[config.mk]
export PLATFORM = sky130hd
export DESIGN_NAME = coil_shuttle_sequencer_unit
export DESIGN_NICKNAME = d
export VERILOG_FILES = /design/src/rtl/core/css_pkg.sv /design/src/rtl/core/css_cascade.sv /design/src/rtl/core/coil_shuttle_sequencer_unit.sv
export SDC_FILE = /design/constraint.sdc
export NUM_CORES = 1
export LEC_CHECK = 0
export ABC_AREA = 0
export BUFFER_PORTS_ARGS = -buffer_cell sky130_fd_sc_hd__buf_2
export CELL_PAD_IN_SITES_DETAIL_PLACEMENT = 0
export CELL_PAD_IN_SITES_GLOBAL_PLACEMENT = 1
export CORE_MARGIN = 3
export CORE_UTILIZATION = 47
export CTS_CLUSTER_DIAMETER = 200
export DETAILED_ROUTE_END_ITERATION = 8
export PLACE_DENSITY_LB_ADDON = 0.25
export SLEW_MARGIN = 20
export SYNTH_ARGS = -nofsm -noshare
export SYNTH_HDL_FRONTEND = slang
export SYNTH_SLANG_ARGS = --single-unit
[constraint.sdc]
create_clock -name aclk -period 10.65 [get_ports aclk]
set_clock_uncertainty 0.2 [all_clocks]
set_input_delay 0.5325 -clock aclk [delete_from_list [all_inputs] [get_ports aclk]]
set_output_delay 0.5325 -clock aclk [all_outputs]
set_load 0.005 [all_outputs]
[src/rtl/core/css_pkg.sv]
// shared types and constants for the coil shuttle sequencer
`default_nettype none

package css_pkg;

    localparam int unsigned TICKS_W      = 16;
    localparam int unsigned SENSORS_W    = 4;
    localparam logic [TICKS_W-1:0] BUDGET_RESET = 16'd500;

    typedef enum logic [2:0] {
        ST_IDLE     = 3'd0,
        ST_ENDS     = 3'd1,
        ST_IN_SET   = 3'd2,
        ST_IN_CLEAR = 3'd3,
        ST_FAR_IN   = 3'd4,
        ST_FAR_END  = 3'd5,
        ST_ONLY_FAR = 3'd6
    } stage_t;

    typedef enum logic [1:0] {
        COIL_BRAKE = 2'd0,
        COIL_IN    = 2'd1,
        COIL_OUT   = 2'd2,
        COIL_OPEN  = 2'd3
    } coil_t;

    typedef enum logic {
        OP_TICK  = 1'b0,
        OP_START = 1'b1
    } opcode_t;

    typedef struct packed {
        stage_t              stage;
        logic                going_right;
        logic [TICKS_W-1:0]  ticks_left;
        coil_t               coil;
    } css_state_t;

    typedef struct packed {
        logic  reached_far;
        logic  done_res;
        logic  busy_res;
        coil_t coil_mode;
    } css_result_t;

endpackage

`default_nettype wire

[src/rtl/core/css_cascade.sv]
// wait cascade for one sensor word: next sequencer state and result
`default_nettype none

module css_cascade
    import css_pkg::*;
(
    input  css_state_t              cur,
    input  opcode_t                 opcode,
    input  logic                    direction,
    input  logic [SENSORS_W-1:0]    sensors,
    input  logic [TICKS_W-1:0]      timeout_ticks,
    output css_state_t              nxt,
    output css_result_t             res
);

    localparam int unsigned MAX_CHECKS = 5;

    always_comb begin
        stage_t              st;
        coil_t               drv;
        logic                gr;
        logic [TICKS_W-1:0]  tl;
        logic                stop;
        logic                dec;
        logic                met;
        logic                done;
        logic                far_ok;
        logic                s_near_end;
        logic                s_far_end;
        logic                s_near_in;
        logic                s_far_in;
        logic                budget_gone;

        st     = cur.stage;
        drv    = cur.coil;
        gr     = cur.going_right;
        tl     = cur.ticks_left;
        stop   = 1'b0;
        dec    = 1'b0;
        met    = 1'b0;
        done   = 1'b0;
        far_ok = 1'b0;

        if (st == ST_IDLE && opcode == OP_START) begin
            gr  = direction;
            tl  = timeout_ticks;
            drv = COIL_OUT;
            st  = ST_ENDS;
        end

        s_near_end  = gr ? sensors[3] : sensors[0];
        s_far_end   = gr ? sensors[0] : sensors[3];
        s_near_in   = gr ? sensors[2] : sensors[1];
        s_far_in    = gr ? sensors[1] : sensors[2];
        budget_gone = (tl == '0);

        for (int i = 0; i < MAX_CHECKS; i++) begin
            if (!stop && st != ST_IDLE) begin
                unique case (st)
                    ST_ENDS:                 met = s_near_end | s_far_end;
                    ST_IN_SET:               met = s_near_in;
                    ST_IN_CLEAR:             met = !s_near_in;
                    ST_FAR_IN:               met = s_far_in;
                    ST_FAR_END, ST_ONLY_FAR: met = s_far_end;
                    default: begin
                        met  = 1'b1;
                        st   = ST_IDLE;
                        stop = 1'b1;
                    end
                endcase
                if (!stop) begin
                    if (!met && !budget_gone) begin
                        dec  = 1'b1;
                        stop = 1'b1;
                    end else begin
                        unique case (st)
                            ST_ENDS: begin
                                if (s_near_end) begin
                                    drv = COIL_IN;
                                    st  = ST_IN_SET;
                                end else begin
                                    st  = ST_ONLY_FAR;
                                end
                            end
                            ST_IN_SET:   st = ST_IN_CLEAR;
                            ST_IN_CLEAR: begin
                                drv = COIL_OPEN;
                                st  = ST_FAR_IN;
                            end
                            ST_FAR_IN: begin
                                drv = COIL_OUT;
                                st  = ST_FAR_END;
                            end
                            ST_FAR_END: begin
                                drv    = COIL_BRAKE;
                                st     = ST_IDLE;
                                done   = 1'b1;
                                far_ok = 1'b1;
                            end
                            default: begin
                                drv    = COIL_BRAKE;
                                st     = ST_IDLE;
                                done   = 1'b1;
                                far_ok = 1'b0;
                            end
                        endcase
                    end
                end
            end
        end

        nxt.stage       = st;
        nxt.going_right = gr;
        nxt.ticks_left  = dec ? tl - 1'b1 : tl;
        nxt.coil        = drv;

        res.coil_mode   = drv;
        res.busy_res    = (st != ST_IDLE);
        res.done_res    = done;
        res.reached_far = far_ok;
    end

endmodule

`default_nettype wire

[src/rtl/core/coil_shuttle_sequencer_unit.sv]
// top level of the coil shuttle sequencer: state, budget register and output word
//
//  channel   dir  tdata                                  tuser
//  s_        in   [0] direction [4:1] sensors            [0] opcode
//  m_        out  [1:0] coil_mode [2] busy_res           -
//                 [3] done_res [4] reached_far
//  cfg       in   cfg_wdata = timeout_ticks              -
//
// one word per cycle while the output word is taken; the result appears in the cycle after acceptance
// the whole wait cascade for a word resolves combinationally before the result register
// a stalled output holds its word; s_tready falls only while it is full and not taken
// reset idles the sequencer, brakes the coil and loads a budget of 500 ticks
`default_nettype none

module coil_shuttle_sequencer_unit
    import css_pkg::*;
(
    input  logic                 aclk,
    input  logic                 aresetn,
    input  logic                 s_tvalid,
    output logic                 s_tready,
    input  logic [7:0]           s_tdata,   // direction, sensors[3:0], zero fill
    input  logic [0:0]           s_tuser,   // opcode
    output logic                 m_tvalid,
    input  logic                 m_tready,
    output logic [7:0]           m_tdata,   // coil_mode[1:0], busy_res, done_res, reached_far
    input  logic                 cfg_we,
    input  logic [TICKS_W-1:0]   cfg_wdata
);

    css_state_t          state_reg;
    css_state_t          state_next;
    css_result_t         res_reg;
    css_result_t         res_next;
    logic                m_tvalid_reg;
    logic [TICKS_W-1:0]  timeout_reg;
    logic                accept;

    assign s_tready = !m_tvalid_reg || m_tready;
    assign accept   = s_tvalid && s_tready;

    css_cascade u_cascade (
        .cur           (state_reg),
        .opcode        (opcode_t'(s_tuser[0])),
        .direction     (s_tdata[0]),
        .sensors       (s_tdata[SENSORS_W:1]),
        .timeout_ticks (timeout_reg),
        .nxt           (state_next),
        .res           (res_next)
    );

    always_ff @(posedge aclk) begin
        if (!aresetn) begin
            timeout_reg <= BUDGET_RESET;
        end else if (cfg_we) begin
            timeout_reg <= cfg_wdata;
        end
    end

    always_ff @(posedge aclk) begin
        if (!aresetn) begin
            state_reg.stage       <= ST_IDLE;
            state_reg.going_right <= 1'b0;
            state_reg.ticks_left  <= '0;
            state_reg.coil        <= COIL_BRAKE;
            m_tvalid_reg          <= 1'b0;
        end else begin
            if (accept) begin
                state_reg    <= state_next;
                m_tvalid_reg <= 1'b1;
            end else if (m_tready) begin
                m_tvalid_reg <= 1'b0;
            end
        end
    end

    always_ff @(posedge aclk) begin
        if (accept) begin
            res_reg <= res_next;
        end
    end

    assign m_tvalid = m_tvalid_reg;
    assign m_tdata  = {3'b000, res_reg};

    a_idle_brakes: assert property (@(posedge aclk) disable iff (!aresetn)
        state_reg.stage == ST_IDLE |-> state_reg.coil == COIL_BRAKE)
        else $error("idle sequencer with coil not braked");

    a_far_needs_done: assert property (@(posedge aclk) disable iff (!aresetn)
        m_tvalid && res_reg.reached_far |-> res_reg.done_res && !res_reg.busy_res)
        else $error("reached_far without a finished operation");

    a_accept_fills: assert property (@(posedge aclk) disable iff (!aresetn)
        accept |=> m_tvalid)
        else $error("accepted word produced no result");

    a_budget_holds: assert property (@(posedge aclk) disable iff (!aresetn)
        !accept |=> $stable(state_reg))
        else $error("sequencer state moved without an accepted word");

    a_budget_no_grow: assert property (@(posedge aclk) disable iff (!aresetn)
        accept && state_reg.stage != ST_IDLE
        |=> state_reg.ticks_left <= $past(state_reg.ticks_left))
        else $error("tick budget grew during an operation");

endmodule

`default_nettype wire

=== Word-level counts from Yosys, hierarchy flattened ===
Index checks and enable logic that the tools add are counted.

* Bits in latches: 0
* Register bits: 44
* Memory bits (writable): 0
* Word-level logic and storage cells: 268
* Memories kept: 0
* Bits in read-only memories: 0
* Output and inout port bits: 10

* Shift operators: 0
* Mux-type cells: 153
* Bitwise gates (word level): 1
* Reduce and logical (&&, ||, !) cells: 48
* Magnitude comparators: 0
* Multipliers: 0
* Add/sub/neg operators: 1
* Divide/modulo/power cells: 0
* Equality and inequality tests: 55

{| class="wikitable"
|+ Operators with widths
! operator !! number
|-
| $mux 1 || 84
|-
| $mux 3 || 27
|-
| $eq 3x3->1 const B || 25
|-
| $eq 3x2->1 const B || 20
|-
| $pmux 3 s4 || 5
|-
| $mux 2 || 21
|-
| $pmux 2 s4 || 5
|-
| $mux 16 || 2
|-
| $eq 3x1->1 const B || 10
|-
| $reduce_or 6->1 || 5
|-
| $pmux 1 s5 || 5
|-
| $reduce_or 4->1 || 5
|-
| $reduce_bool 3->1 || 6
|-
| $logic_not 16->1 || 1
|-
| $sub 16x1->16 const B || 1
|-
| $logic_not 1->1 || 12
|-
| $logic_and 1x1->1 || 11
|-
| $reduce_or 2->1 || 5
|-
| $pmux 1 s2 || 4
|-
| $logic_not 3->1 || 1
|-
| $reduce_bool 2->1 || 1
|-
| $logic_or 1x1->1 || 1
|-
| $or 1x1->1 || 1
|}

=== Longest topological paths before layout ===
Gate-level depths: netlist of the first run.

* Depth after elaboration: 49
* Depth in mapped cells: 20
* Gate-level depth less buffers: 13

=== Cells and area by module ===
Synthesis of the first run repeated with hierarchy kept, for this count alone.

* Cell total of the unflattened synthesis: 412
* Area, all modules: 3407.0 µm²

{| class="wikitable"
|+ Modules (own cells, without submodules)
! module !! sequential area each (µm²) !! cells an instance !! instances !! area each (µm²)
|-
| coil_shuttle_sequencer_unit || 930.9 || 162 || 1 || 1714.1
|-
| css_cascade || 0.0 || 250 || 1 || 1692.9
|}

=== Least setup slack after synthesis of the first run ===
Ideal clock, no wire load.

* Path type: input to register
* Start point: in s_tuser
* End point: reg res_reg (netlist bit m_tdata[3]), data pin
* Arrival time: 4.481 ns
* Setup time: 0.261 ns
* Stages on the path: 18
* Path slack: 5.708 ns
* Path through: or4b_1 -> buf_2 -> buf_1 -> mux2i_1 -> ha_1 -> clkbuf_1 -> nand4_1 -> a2bb2o_1 -> buf_2 -> nand4_1 -> buf_2 -> nand2_1 -> or3_1 -> o211a_4 -> o22ai_4 -> mux2i_1 -> o21ai_1 -> a311o_1

{| class="wikitable"
|+ RTL lines
! item !! line !! RTL
|-
| start, declared || coil_shuttle_sequencer_unit.sv:23 || <nowiki>input logic [0:0] s_tuser,</nowiki>
|-
| end signal, assigned || coil_shuttle_sequencer_unit.sv:79 || <nowiki>res_reg <= res_next;</nowiki>
|-
| end, declared || coil_shuttle_sequencer_unit.sv:33 || <nowiki>css_result_t res_reg;</nowiki>
|}

=== Worst setup path in the final report of the first run ===
* Start point: reg state_reg[19] (netlist bit)
* End point: reg state_reg[3] (netlist bit)

* Longest elaborated chain between the ends: 49
* Elaborated cells between the ends (all ways): 165
* Classes of those cells: add/sub: 1; eq/ne: 46; mux: 79; bitwise: 1; reduce/logical: 38

{| class="wikitable"
|+ Ends and longest elaborated chain
! item !! line !! RTL
|-
| start, declared || coil_shuttle_sequencer_unit.sv:31 || <nowiki>css_state_t state_reg;</nowiki>
|-
| start signal, assigned || coil_shuttle_sequencer_unit.sv:69 || <nowiki>state_reg <= state_next;</nowiki>
|-
| $logic_not 3->1 || css_cascade.sv:44 || <nowiki>if (st == ST_IDLE && opcode == OP_START) begin</nowiki>
|-
| $logic_and 1x1->1 || css_cascade.sv:44 ||
|-
| $mux 3 / $mux 1 (equally long branches) || css_cascade.sv:44 ||
|-
| $eq 3x1->1, or another cell as far along || css_cascade.sv:59 || <nowiki>unique case (st)</nowiki>
|-
| $reduce_or 6->1 (no source line), or another cell as far along || - ||
|-
| $mux 3 / $pmux 1 s5 (equally long branches) || css_cascade.sv:59 ||
|-
| $mux 3 / $mux 1 (equally long branches) || css_cascade.sv:58 || <nowiki>if (!stop && st != ST_IDLE) begin</nowiki>
|-
| $eq 3x3->1, or another cell as far along || css_cascade.sv:76 || <nowiki>unique case (st)</nowiki>
|-
| [... 33 more ...] || - ||
|-
| $pmux 1 s5 || css_cascade.sv:59 ||
|-
| $mux 1 || css_cascade.sv:58 ||
|-
| $logic_not 1->1 || css_cascade.sv:72 || <nowiki>if (!met && !budget_gone) begin</nowiki>
|-
| $logic_and 1x1->1 || css_cascade.sv:72 ||
|-
| $mux 1 || css_cascade.sv:72 ||
|-
| $mux 1 || css_cascade.sv:71 || <nowiki>if (!stop) begin</nowiki>
|-
| $mux 1 || css_cascade.sv:58 ||
|-
| $mux 16 * || css_cascade.sv:114 || <nowiki>nxt.ticks_left = dec ? tl - 1'b1 : tl;</nowiki>
|}

Every way passes the cells marked *; elsewhere a longest branch is shown, timed or not. The select of a mux whose other input is x is not followed.
A chain may end at the register's enable or synchronous reset.

==> results.sh, run 1 <==
export IMPL_status="finished, final reports clean"
export IMPL_comb_power_share=0.612
export IMPL_start_util=0.493
export IMPL_clk_latency_ns=0.30
export IMPL_numCtsBuffers=5
export IMPL_grt_use_total=0.229
export IMPL_hold_violations=0
export IMPL_drtIter0Drc=233
export IMPL_syn_area_mm2=0.00363
export IMPL_drt_first_pass_iters=5
export IMPL_critPathCaptureType="flip-flop"
export IMPL_hp_class="input pin to flip-flop"
export IMPL_clock_sinks=44
export IMPL_finalSetupTns_ns=0
export IMPL_final_net_count=521
export IMPL_timing_slew_headroom=0.415
export IMPL_postRouteAntennaNets=0
export IMPL_grt_pass1_wl_um=16300
export IMPL_total_power_w=0.000878
export IMPL_antenna_found_initial=0
export IMPL_peakVddDrop_mv=0.0832
export IMPL_grt_ovfl_total=0
export IMPL_drv_slew=0
export IMPL_seqPwrFrac=0.268
export IMPL_ctsHoldBuffers=0
export IMPL_postCtsSetupRepairBufs=0
export IMPL_worstSetupPathType="flip-flop to flip-flop"
export IMPL_drc=0
export IMPL_fin_util=0.530
export IMPL_die_x_um=93.9
export IMPL_syn_to_final_growth_pct=7.54
export IMPL_cts_tree="done"
export IMPL_p_sw_frac=0.477
export IMPL_die_h_um=93.9
export IMPL_synth_edf_count=5
export IMPL_io_pins=40
export IMPL_grt_pass1_vias=3254
export IMPL_dp_hpwl_um=7050
export IMPL_num_rows=31
export IMPL_cp_max_fo=28
export IMPL_die_area_mm2=0.00882
export IMPL_largest_reg_flops=22
export IMPL_async_reset_ff_frac=0
export IMPL_clock_path_buffers=2
export IMPL_crit_path_start_kind="flip-flop"
export IMPL_yosys_register_bits=44
export IMPL_cts_max_level=2
export IMPL_cts_repair_resized=0
export IMPL_gp_congestion=0.935
export IMPL_whs_ns=0.238
export IMPL_crit_arrival_ns=5.82
export IMPL_syn_area_per_cell_um2=7.61
export IMPL_yosys_warnings=0
export IMPL_period_share=0.544
export IMPL_grt_max_degree=37
export IMPL_power_density_mw_per_mm2=225
export IMPL_final_cell_mix="72 x nand2_1, 40 x mux2i_1, 40 x nor2_1"
export IMPL_synth_ff_type="dfxtp_1"
export IMPL_path_clk_slew_ns=0.09
export IMPL_final_common_cell="nand2_1"
export IMPL_portBuffers=33
export IMPL_postSynthCellCount=477
export IMPL_p_clk_frac=0.120
export IMPL_seq_area_frac_synth=0.256
export IMPL_intPower_w=0.000460
export IMPL_wl_per_cell_um=16.7
export IMPL_tightestPinTransition_ns=0.874
export IMPL_vias=3650
export IMPL_maxCapViolCount=0
export IMPL_vias_per_cell=6.19
export IMPL_clock_fmax_mhz=173
export IMPL_drive_gt1_frac=0.141
export IMPL_cts_root_buf="clkbuf_8"
export IMPL_synth_cell_types=75
export IMPL_setup_viol=0
export IMPL_nFillCells=748
export IMPL_antenna_cells=0
export IMPL_rsz0062_at_grt="false"
export IMPL_crit_required_ns=10.68
export IMPL_p_leak_nw=1.56
export IMPL_p_sw_w=0.000419
export IMPL_wl_um=9870
export IMPL_fp_coreArea_mm2=0.00737
export IMPL_period_minus_slack_ns=5.79
[power groups by stage]
| stage | combinational, W | clock [W] | sequential (W) |
|---|---|---|---|
| finish | 0.000537 | 0.000106 | 0.000235 |
| global route | 0.000594 | 0.000116 | 0.000240 |
| CTS | 0.000528 | 0.000109 | 0.000235 |
| detailed placement | 0.000526 | 0 | 0.000238 |
| global placement | 0.000520 | 0 | 0.000237 |
| floorplan | 0.000422 | 0 | 0.000231 |
[path summary, 6_finish.rpt]
path            startpoint        endpoint  slack, ns  depth (start not counted)
max          state_reg[19]    state_reg[3]       4.86                         15
min           cfg_wdata[7]  timeout_reg[7]       0.24                          3
max reg2reg  state_reg[19]    state_reg[3]       4.86                         15
min reg2reg   state_reg[2]    state_reg[2]       0.26                          2
[synth_stat cells, types with 4 or more instances]
cell       instances  area share
nand2_1           72       0.074
mux2i_1           41        0.11
nor2_1            40       0.041
dfxtp_1           39        0.21
o21ai_0           24       0.033
clkbuf_1          23       0.024
nand3_1           21       0.029
nor3_1            20       0.028
a21oi_1           16       0.022
and2_1             9       0.016
and3_1             9       0.016
nand4_1            9       0.016
a211oi_1           8       0.017
a31oi_1            7       0.012
inv_1              7      0.0072
nor4_1             7       0.012
o211ai_1           7       0.014
nand2b_1           6       0.010
buf_2              5      0.0069
edfxtp_1           5       0.041
mux2_2             5       0.016
o21ai_1            5      0.0069
or3_1              5      0.0086
buf_4              4      0.0083
o2111ai_1          4      0.0096
o22ai_1            4      0.0069
[stage by stage]
stage,worst slack [ns],cell area [µm²],std cells
after floorplan,5.71,3640,479
after global placement,4.63,3820,582
after detailed placement,4.57,3820,582
after CTS,4.67,3900,590
after global routing,4.58,3910,590
final,4.86,3910,590
[worst max-delay path, stage by stage (launching register included)]
cell      delay, ns
dfxtp_1        0.31
buf_4          0.21
or4b_1         0.55
buf_4          0.26
mux2i_1        0.20
ha_1           0.32
nand4_1        0.15
a2bb2o_1       0.35
nand4_1        0.51
a311o_1        0.52
o22a_2         0.23
o211a_4        0.29
o22ai_4        0.37
mux2i_2        0.74
mux2_1         0.39
o21ai_1        0.12
[per-layer routing]
layer	vias to the layer above	part of all wire	global-route usage
met5	-	0	0
met4	0	0.011	0.0590
met3	9	0.046	0.0272
met2	113	0.48	0.393
met1	1724	0.47	0.303
li1	1804	-	-
[layout make-up]
type	instances	area [µm²]	share of cell area
multi-input cells	390	2510	0.644
flip-flops and latches	44	931	0.238
repair buffers	40	218	0.0557
well taps	99	124	0.0317
clock buffers	6	72.6	0.0186
inverters	9	33.8	0.00865
clock inverters	2	12.5	0.00320
[kinds of logic (layout without fill, tap and decap cells)]
logic type | after synthesis | in the layout | share of synthesized area
flip-flops | 44 | 44 | 0.256
AND/OR/NAND/NOR | 209 | 209 | 0.282
adder cells (fa/ha/maj) | 1 | 1 | 0.00344
multiplexers | 49 | 49 | 0.140
XOR/XNOR | 4 | 4 | 0.00965
other | 1 | 3 | 0.00103
AO/OA/AOI/OAI | 124 | 124 | 0.254
buffers and inverters | 45 | 57 | 0.0544
No activity file was read; power rests on OpenSTA's default activity.
==> run 2, diff against run 1 <==
--- a/config.mk
+++ b/config.mk
@@ -10,7 +10,7 @@
 export CELL_PAD_IN_SITES_DETAIL_PLACEMENT = 0
 export CELL_PAD_IN_SITES_GLOBAL_PLACEMENT = 1
 export CORE_MARGIN = 3
-export CORE_UTILIZATION = 47
+export CORE_UTILIZATION = 44
 export CTS_CLUSTER_DIAMETER = 200
 export DETAILED_ROUTE_END_ITERATION = 8
 export PLACE_DENSITY_LB_ADDON = 0.25
==> constraint.sdc (replaced) <==
create_clock -name aclk -period 5.8 [get_ports aclk]
set_clock_uncertainty 0.2 [all_clocks]
set_input_delay 0.29 -clock aclk [delete_from_list [all_inputs] [get_ports aclk]]
set_output_delay 0.29 -clock aclk [all_outputs]
set_load 0.005 [all_outputs]
==> run 2 against run 1 <==
Effect of this change: critical path depth is 2 lower; die area rose by 6.4%; sequential share of layout area is 0.47 points lower; utilization fell by 2.5 points; register-to-register slack lost 4.0 ns; worst setup slack worse by 4.0 ns; final cell count rose by 1.4%; combinational power up 86%; design area rose by 2.0%; worst hold slack lost 0.23 ns; power increased by 90%; critical endpoint is now m_tdata[3]; largest cell class unchanged.
==> results.sh, run 2 (synthesized netlist as in run 1, its figures left out) <==
export IMPL_die_area_mm2=0.00938
export IMPL_cts_root_buf="clkbuf_8"
export IMPL_grt_pass1_vias=3436
export IMPL_cp_common_cell="mux2i_1"
export IMPL_hold_violations=0
export IMPL_fp_coreArea_mm2=0.00789
export IMPL_wl_um=10300
export IMPL_timing_slew_headroom=0.343
export IMPL_vias=3657
export IMPL_tightestPinTransition_ns=0.982
export IMPL_r2r_slack_ns=0.90
export IMPL_crit_required_ns=5.65
export IMPL_clock_sinks=44
export IMPL_cp_slowest_cell="or4b_1"
export IMPL_finalSetupTns_ns=0
export IMPL_clock_path_buffers=2
export IMPL_drc=0
export IMPL_worst_path_buf_inv=0
export IMPL_grt_pass1_wl_um=17200
export IMPL_cp_max_fo=10
export IMPL_cts_repair_resized=0
export IMPL_postRouteAntennaNets=0
export IMPL_final_net_count=526
export IMPL_crit_chain="or4b_1 -> mux2i_1 -> ha_1 -> nand4_1 -> a2bb2o_1 -> nand4_2 -> a221oi_4 -> nand3_1 -> o211a_4 -> o22ai_4 -> mux2i_1 -> o21ai_1 -> a311o_1"
export IMPL_p_leak_nw=1.61
export IMPL_power_density_mw_per_mm2=419
export IMPL_clock_fmax_mhz=204
export IMPL_peakVddDrop_mv=0.195
export IMPL_path_clk_slew_ns=0.09
export IMPL_worst_path_largest_cell_delay_ns=0.63
export IMPL_period_minus_slack_ns=4.90
export IMPL_nFillCells=785
export IMPL_grt_use_total=0.217
export IMPL_status="finished, final reports clean"
export IMPL_cts_tree="done"
export IMPL_die_x_um=96.9
export IMPL_maxCapViolCount=0
export IMPL_period_share=0.844
export IMPL_drv_slew=0
export IMPL_placed_area_mm2=0.00383
export IMPL_vias_per_cell=6.12
export IMPL_drive_gt1_frac=0.141
export IMPL_syn_to_final_growth_pct=9.71
export IMPL_drt_first_pass_iters=4
export IMPL_rsz0062_at_grt="false"
export IMPL_grt_max_degree=37
export IMPL_wl_per_cell_um=17.2
export IMPL_hp_class="input pin to flip-flop"
export IMPL_largest_reg_flops=22
export IMPL_die_h_um=96.9
export IMPL_grt_ovfl_total=0
export IMPL_num_rows=32
export IMPL_final_cell_mix="72 x nand2_1, 41 x mux2i_1, 40 x nor2_1"
export IMPL_crit_path_start_kind="flip-flop"
export IMPL_worstSetupPathType="flip-flop to flip-flop"
export IMPL_portBuffers=33
export IMPL_crit_arrival_ns=4.75
export IMPL_drtIter0Drc=219
export IMPL_io_pins=40
export IMPL_start_util=0.461
export IMPL_numCtsBuffers=5
export IMPL_critPathCaptureType="flip-flop"
export IMPL_dp_hpwl_um=7430
export IMPL_final_area_mm2=0.00399
export IMPL_critPathTopFamily="compound AO/OA/AOI/OAI gates"
export IMPL_setup_viol=0
export IMPL_clk_latency_ns=0.31
export IMPL_gp_congestion=0.876
export IMPL_antenna_found_initial=0
export IMPL_antenna_cells=0
export IMPL_final_common_cell="nand2_1"
export IMPL_cts_max_level=2
run 2: what timing repair did:
item | 4_1_cts | 5_1_grt
setup buffers | 0 | 0
hold buffers | 4 | 0
endpoints found under the hold margin | 4 | 0
run 2: metal layers:
metal  track usage  routed length [µm]
met1         0.293                4630
met2         0.350                4790
met5             0                   0
met3        0.0303                 634
met4        0.0832                 239
run 2: area by class of cell:
| cell class | count | area, µm² | area share |
|---|---|---|---|
| clock inverters | 1 | 8.76 | 0.00220 |
| well taps | 102 | 128 | 0.0320 |
| inverters | 9 | 33.8 | 0.00848 |
| multi-input cells | 390 | 2510 | 0.630 |
| clock buffers | 7 | 108 | 0.0270 |
| repair buffers | 45 | 265 | 0.0666 |
| flip-flops and latches | 44 | 931 | 0.234 |
run 2: worst paths after layout:
| path | from | cells past startpoint | to |
|---|---|---|---|
| worst max register to register | state_reg[19] | 13 | m_tdata[3] |
| worst max-delay path | state_reg[19] | 13 | m_tdata[3] |
| worst min-delay path | cfg_wdata[2] | 3 | timeout_reg[2] |
| worst min register to register | state_reg[3] | 2 | state_reg[3] |
run 2: report_power, final:
group	total, W	internal, W	leakage, nW	switching [W]
combinational	0.00100	0.000390	1.18	0.000611
clock	0.000238	0.000124	0.0596	0.000114
sequential	0.000433	0.000380	0.370	0.0000532
run 2: metrics by stage:
stage               hold slack, ns  setup WS, ns  instances  power, W   util
finish                     0.00547         0.903        598   0.00167  0.505
global route               0.00733         0.507        598   0.00180  0.505
CTS                        0.00499         0.880        598   0.00167  0.505
detailed placement           0.254         0.807        586   0.00142  0.485
global placement             0.245         0.841        586   0.00141  0.485
floorplan                    0.219         0.883        479   0.00120      -
run 2: tightest hold or removal path, cell delays in order:
cell and delay (ns):
buf_2 0.08, mux2i_1 0.06, nand2_1 0.06
